<file path="config.mk">
export PLATFORM = sky130hd
export DESIGN_NAME = periodic_timer_bank_unit
export DESIGN_NICKNAME = d
export VERILOG_FILES = /design/src/rtl/ptb_pkg.sv /design/src/rtl/periodic_timer_bank_unit.sv
export SDC_FILE = /design/constraint.sdc
export NUM_CORES = 2
export LEC_CHECK = 0
export ABC_AREA = 1
export BUFFER_PORTS_ARGS = -buffer_cell sky130_fd_sc_hd__buf_2
export CORE_ASPECT_RATIO = 1.5
export CORE_MARGIN = 2
export CORE_UTILIZATION = 60
export DETAILED_ROUTE_END_ITERATION = 10
export GPL_ROUTABILITY_DRIVEN = 0
export PLACE_DENSITY = 0.85
export SYNTH_ARGS = -nofsm -noshare
export SYNTH_HDL_FRONTEND = slang
export SYNTH_SLANG_ARGS = --single-unit
</file>
<file path="constraint.sdc">
create_clock -name clk -period 8.5 [get_ports clk]
set_input_delay 0 -clock clk [delete_from_list [all_inputs] [get_ports clk]]
set_output_delay 0 -clock clk [all_outputs]
set_load 0.05 [all_outputs]
</file>
<file path="src/rtl/ptb_pkg.sv">
`timescale 1ns / 1ps
`default_nettype none

package ptb_pkg;

  typedef enum logic [1:0] {
    REQ_INIT  = 2'd0,
    REQ_START = 2'd1,
    REQ_STOP  = 2'd2,
    REQ_TICK  = 2'd3
  } ptb_req_t;

  typedef enum logic [1:0] {
    ST_OK        = 2'd0,
    ST_BAD_PARAM = 2'd1,
    ST_NOT_INIT  = 2'd2
  } ptb_status_t;

  localparam int PERIOD_W = 23;
  localparam int COUNT_W  = 32;
  localparam int MASK_W   = 4;

  // ceil(us / 1000) = floor((us + 999) / 8 / 125); n / 125 is exact for n < 2^30
  // as floor(n * ceil(2^37 / 125) / 2^37)
  localparam logic [32:0] ROUND_UP   = 33'd999;
  localparam logic [30:0] DIV_RECIP  = 31'd1099511628;
  localparam int          DIV_SHIFT  = 37;

  typedef struct packed {
    logic [1:0]  req_type;
    logic [1:0]  timer_sel;
    logic [31:0] period_usec;
    logic        underflow_flag;
  } ptb_in_t;

  typedef struct packed {
    logic [1:0]        status;
    logic [MASK_W-1:0] fired_mask;
    logic [31:0]       tick_now;
  } ptb_out_t;

endpackage

`default_nettype wire

</file>
<file path="src/rtl/periodic_timer_bank_unit.sv">
`timescale 1ns / 1ps
`default_nettype none

// Bank of NUM_TIMERS periodic millisecond timers on a 32-bit ms counter.
// Each request (init, start, stop, tick) yields exactly one result item with
// a status, a mask of the timers that fired on a tick (timers 0..3 only) and
// the counter value after the request. An item is held in the input
// register, is resolved in a single combinational pass (ms rounding through
// one reciprocal multiply, parallel expiry compares) and lands in the output
// register; one item is taken every cycle while results are being drained.

module periodic_timer_bank_unit #(
  parameter int NUM_TIMERS = 4
) (
  input  wire              clk,
  input  wire              rst_n,
  input  wire              in_valid,
  output logic             in_ready,
  input  wire ptb_pkg::ptb_in_t in_data,
  output logic             out_valid,
  input  wire              out_ready,
  output ptb_pkg::ptb_out_t out_data
);

  import ptb_pkg::*;

  localparam int FIRE_W = (NUM_TIMERS > MASK_W) ? NUM_TIMERS : MASK_W;

  logic    in_valid_r;
  ptb_in_t in_r;
  logic    out_valid_r;
  ptb_out_t out_r;
  logic    move;

  logic [COUNT_W-1:0]  ms_r, ms_nxt;
  logic [NUM_TIMERS-1:0] init_r, init_nxt;
  logic [NUM_TIMERS-1:0] run_r, run_nxt;
  logic [PERIOD_W-1:0] per_r   [NUM_TIMERS];
  logic [PERIOD_W-1:0] per_nxt [NUM_TIMERS];
  logic [COUNT_W-1:0]  exp_r   [NUM_TIMERS];
  logic [COUNT_W-1:0]  exp_nxt [NUM_TIMERS];

  logic [32:0]         us_round;
  logic [60:0]         prod;
  logic [PERIOD_W-1:0] pms;
  logic [NUM_TIMERS-1:0] hit;
  logic                id_ok;
  logic                sel_init;
  logic                is_tick;
  logic [FIRE_W-1:0]   fire_all;
  ptb_out_t            res;

  assign move      = in_valid_r && (!out_valid_r || out_ready);
  assign in_ready  = !in_valid_r || move;
  assign out_valid = out_valid_r;
  assign out_data  = out_r;

  assign us_round = {1'b0, in_r.period_usec} + ROUND_UP;
  assign prod     = 61'(us_round[32:3]) * 61'(DIV_RECIP);
  assign pms      = prod[DIV_SHIFT+PERIOD_W-1:DIV_SHIFT];

  assign is_tick = (in_r.req_type == REQ_TICK);
  assign id_ok   = (32'(in_r.timer_sel) < NUM_TIMERS);

  always_comb begin
    for (int i = 0; i < NUM_TIMERS; i++) begin
      hit[i] = (32'(in_r.timer_sel) == i);
    end
  end

  assign sel_init = |(init_r & hit);

  always_comb begin
    ms_nxt   = ms_r;
    init_nxt = init_r;
    run_nxt  = run_r;
    per_nxt  = per_r;
    exp_nxt  = exp_r;
    fire_all = '0;
    res.status     = ST_OK;
    res.fired_mask = '0;

    if (is_tick) begin
      ms_nxt = ms_r + COUNT_W'(in_r.underflow_flag);
      for (int i = 0; i < NUM_TIMERS; i++) begin
        if (run_r[i] && (ms_nxt >= exp_r[i])) begin
          exp_nxt[i]  = ms_nxt + COUNT_W'(per_r[i]);
          fire_all[i] = 1'b1;
        end
      end
    end else if (!id_ok) begin
      res.status = ST_BAD_PARAM;
    end else if (in_r.req_type == REQ_INIT) begin
      if (in_r.period_usec == '0) begin
        res.status = ST_BAD_PARAM;
      end else begin
        for (int i = 0; i < NUM_TIMERS; i++) begin
          if (hit[i]) begin
            init_nxt[i] = 1'b1;
            run_nxt[i]  = 1'b0;
            per_nxt[i]  = pms;
            exp_nxt[i]  = ms_r + COUNT_W'(pms);
          end
        end
      end
    end else if (!sel_init) begin
      res.status = ST_NOT_INIT;
    end else if (in_r.req_type == REQ_START) begin
      for (int i = 0; i < NUM_TIMERS; i++) begin
        if (hit[i]) begin
          run_nxt[i] = 1'b1;
          exp_nxt[i] = ms_r + COUNT_W'(per_r[i]);
        end
      end
    end else begin
      run_nxt = run_r & ~hit;
    end

    res.fired_mask = fire_all[MASK_W-1:0];
    res.tick_now   = ms_nxt;
  end

  always_ff @(posedge clk) begin
    if (!rst_n) begin
      in_valid_r  <= 1'b0;
      out_valid_r <= 1'b0;
      ms_r        <= '0;
      init_r      <= '0;
      run_r       <= '0;
      for (int i = 0; i < NUM_TIMERS; i++) begin
        per_r[i] <= '0;
        exp_r[i] <= '0;
      end
    end else begin
      if (in_ready) begin
        in_valid_r <= in_valid;
      end
      if (move) begin
        out_valid_r <= 1'b1;
      end else if (out_ready) begin
        out_valid_r <= 1'b0;
      end
      if (move) begin
        ms_r   <= ms_nxt;
        init_r <= init_nxt;
        run_r  <= run_nxt;
        per_r  <= per_nxt;
        exp_r  <= exp_nxt;
      end
    end
  end

  always_ff @(posedge clk) begin
    if (in_ready && in_valid) begin
      in_r <= in_data;
    end
    if (move) begin
      out_r <= res;
    end
  end

endmodule

`default_nettype wire
</file>
==> results of run 1 <==
[routing by layer]
layer,GRT overflow,global-route usage [%]
met5,4,16.7
met4,322,70.1
met2,786,86.2
met1,17,64.5
met3,27,47.1
[logic make-up after synthesis]
group	synth area share, %
buffers and inverters	10.5
XOR/XNOR	1.66
AO/OA/AOI/OAI	14.7
adder cells (fa/ha/maj)	30.2
flip-flops	15.7
AND/OR/NAND/NOR	27.2
[repair_timing]
action                                  CTS
endpoints found under the hold margin    85
hold buffers                             42
gates resized for setup                 470
setup buffers                            27
cloned                                    0
pin swaps                               135
endpoints found under the setup margin  128
[stage by stage]
step / setup TNS, ns / util (%) / hold WS, ns / std cells
3_5_place_dp: -124.46 / 67.6 / 0.178 / 8685
2_1_floorplan: 0 / - / 0.0989 / 7166
4_1_cts: -43.27 / 72.7 / 0.0879 / 8822
3_3_place_gp: -91.59 / 67.6 / 0.177 / 8685
==> impl_metrics.json, run 1 <==
{
  "place.detailed.hpwl_um": 161000,
  "clock_tree_buf_depth": 3,
  "die_h_um": 350,
  "stop_stage": "5_1_grt",
  "die_width_um": 235,
  "h_tree_level_count": 2,
  "synth.yosys.warnings": 0,
  "clockRootBuffer": "clkbuf_16",
  "synthesis.area_um2": 47900,
  "run_status": "stopped before the end",
  "port_buffers": 80,
  "syn_avg_cell_area_um2": 6.68,
  "io_pins": 81,
  "post_synth_inst_count": 7166,
  "dominant_cell_by_count_in_the_synthesized_netlist": "nand2_1",
  "synthDominantCellAreaShare_pct": 18.3,
  "largest_net_degree_at_the_start_of_global_routing": 80,
  "postSynth.topFlopCell": "dfxtp_1",
  "synth.distinct_cells": 54,
  "grt_pass1_wl_um": 424000,
  "synth-seq-cells": 337,
  "placement_rows": 126,
  "remaining_global_route_overflow": 1156,
  "floorplan.initialDensity_pct": 60.8,
  "synth_edf_count": 75,
  "synth_seq_area_share_pct": 15.7,
  "synth_common_cells": "nand2_1 (1,709), inv_1 (1,163), nor2_1 (709)",
  "cts.sink_count": 337,
  "numCtsBuffers": 39,
  "total_global_routing_track_utilization_pct": 66.2,
  "place_worst_setup_slack_ns": -1.44,
  "flow.first_error": "[ERROR GRT-0116] Global routing finished with congestion. Check the congestion regions in the DRC Viewer.",
  "first_global_vias": 62700,
  "synth_async_sr_flop_share_pct": 0,
  "synth.area.top_cells": "ha_1 (18%), nand2_1 (13%), fa_1 (12%)",
  "synthesis.nets": 8194,
  "post-synth-top-area-cell": "ha_1",
  "placed_area_um2": 53300
}
==> run 2: changes to the inputs <==
- CORE_ASPECT_RATIO: 1.5 -> not set
- CORE_UTILIZATION: 60 -> 40
- PLACE_DENSITY: 0.85 -> not set
- PLACE_DENSITY_LB_ADDON: not set -> 0.15
- clock period: 8.5 -> 11.05 ns (I/O delays scaled with it)
==> run 2 against run 1 <==
Against the previous run:
- the flow now finishes, with violations (capacitance limit, slew limit)
- synthesized cell count is the same
- area after synthesis is the same
==> impl_metrics.json, run 2 <==
{
  "hold_path.class": "input pin to register",
  "floorplan.initialDensity_pct": 40.5,
  "final_net_count": 8369,
  "failed_checks": "capacitance limit, slew limit",
  "maxSlewViolCount": 3,
  "period_share_pct": 95.0,
  "synth-seq-cells": 337,
  "run_status": "finished with violations",
  "cap_violations": 1,
  "first_global_vias": 46600,
  "grt.busiest_layer": "met2",
  "postSynth.topFlopCell": "dfxtp_1",
  "clk_latency_ns": 0.68,
  "fin_util_pct": 44.8,
  "syn_avg_cell_area_um2": 6.68,
  "tritoncts_clock_tree": "built",
  "totalNegativeSetupSlack_ns": 0,
  "largest-register": "exp_r",
  "relSlewSlack_pct": -1.44,
  "fin_skew_ns": 0.0536,
  "h_tree_level_count": 2,
  "drive_above_1_share_pct": 5.65,
  "core_area_um2": 118000,
  "setup.worst_path.end_class": "register",
  "total_die_area_um2": 123000,
  "synthesis.area_um2": 47900,
  "cp-start-kind": "register",
  "layout-area-overhead-vs-synth_pct": 10.7,
  "worst_stage_delay_on_the_critical_path_ns": 0.56,
  "grt_pass1_wl_um": 309000,
  "clockRootBuffer": "clkbuf_16",
  "synth.distinct_cells": 54,
  "fmax_mhz": 95.3,
  "synthDominantCellAreaShare_pct": 18.3,
  "layout_common_cells": "nand2_1 (1,708), inv_1 (1,159), nor2_1 (704)",
  "cp_num_buf_inv": 9,
  "initialDrtViolationCount": 6249,
  "period_needed_ns": 10.49,
  "die_h_um": 350,
  "worst_slew_pin_slew_ns": 1.51,
  "post-synth-top-area-cell": "ha_1",
  "cts.sink_count": 337,
  "setup-violations-final": 0,
  "vias": 50200,
  "globalRouteMet1Util_pct": 47.3,
  "route.antenna.remaining_nets": 0,
  "post_route_worst_hold_slack_ns": 0.0609,
  "timing.final.hold_violations": 0,
  "post_synth_inst_count": 7166,
  "clock_tree_buf_depth": 3,
  "numCtsBuffers": 49,
  "crit_path_top_delay_cell": "fa_1",
  "number_of_antenna_violations_at_the_first_check_in_global_routing": 4,
  "post_drt_via_cell_ratio": 5.59,
  "io_pins": 81,
  "dominant_cell_by_count_in_the_synthesized_netlist": "nand2_1",
  "hold_start": "in_data[33]",
  "cp_top_family": "adder cells",
  "timing.critical_path.required_ns": 11.62,
  "synth_common_cells": "nand2_1 (1,709), inv_1 (1,163), nor2_1 (709)",
  "place.detailed.hpwl_um": 173000,
  "wirelength_um": 210000,
  "use_met3_pct": 8.37,
  "synth.yosys.warnings": 0,
  "final-instance-count-excl-fill": 8982,
  "largest_net_degree_at_the_start_of_global_routing": 171,
  "synth.area.top_cells": "ha_1 (18%), nand2_1 (13%), fa_1 (12%)",
  "die_width_um": 350,
  "critical-path-top-cell-by-count": "nand2_1",
  "gr-usage-met2_pct": 49.2,
  "placement_rows": 126,
  "detailed_route_drc_error_count": 0,
  "worstReg2RegStart": "in_r[1]",
  "critPathArrivalTime_ns": 11.06,
  "rsz_0062_raised_after_global_routing": "no",
  "largest_register_ffs": 128,
  "synth_edf_count": 75,
  "cp-startpoint": "in_r[1]",
  "worstPathMaxFanout": 7,
  "worst_setup_hold_path_clk_slew_ns": 0.06,
  "layout.cells.most_common": "nand2_1",
  "synthesis.nets": 8194,
  "worst-setup-path-type": "register to register",
  "remaining_global_route_overflow": 0,
  "placedCellCount": 8845,
  "total_global_routing_track_utilization_pct": 34.0,
  "dr.pass1.iters": 8,
  "synth_async_sr_flop_share_pct": 0,
  "port_buffers": 80,
  "synth_seq_area_share_pct": 15.7,
  "wire_per_inst_um": 23.4
}
[run 2: routing by layer]
| layer | part of all wire (%) | wire, µm |
|---|---|---|
| met4 | 5.7 | 12000 |
| met1 | 43 | 89900 |
| met2 | 40 | 84100 |
| met5 | 0.015 | 32 |
| met3 | 12 | 24500 |
[run 2: cell families (layout without fill, tap and decap cells)]
kind of cell | count (synthesis) | count (layout) | synth area share (%)
and+or+nand+nor | 3126 | 3126 | 27.2
buffers and inverters | 1324 | 1538 | 10.5
AOI/OAI and AO/OA | 1301 | 1301 | 14.7
adders and majority gates | 987 | 987 | 30.2
DFF | 337 | 337 | 15.7
xor gates and xnor gates | 91 | 91 | 1.66
other | 0 | 2 | 0
[run 2: metrics by stage]
stage	setup WS (ns)	cell area, µm²
after floorplan	1.77	47900
after global placement	0.627	50800
after detailed placement	0.584	50800
after CTS	0.581	53000
after global routing	0.00793	53000
final	0.557	53000
[run 2: worst paths after layout]
path | endpoint | slack [ns] | cells after the start
max | exp_r[121] | 0.56 | 49
min | in_r[33] | 0.06 | 2
max reg2reg | exp_r[121] | 0.56 | 49
min reg2reg | exp_r[36] | 0.46 | 2
[run 2: timing repair]
action | in CTS | in global routing
endpoints found under the hold margin | 61 | 0
gates resized for setup | 0 | 15
hold buffers | 42 | 0
setup endpoints to repair | 0 | 66
buffers inserted | 0 | 3
[run 2: final cells by class]
cell class	count	area (µm²)
multi-input combinational	5505	35500
sequential	337	7500
antenna	2	5.00
tap	1600	2000
fill	12300	65400
clock inverter	23	353
inverter	1186	4460
clock buffer	67	1360
timing repair buffer	262	1890
Power of run 2 is left out: the tool's default activity adds up to more than one toggle a clock period on the data nets, which glitch-free logic cannot reach.
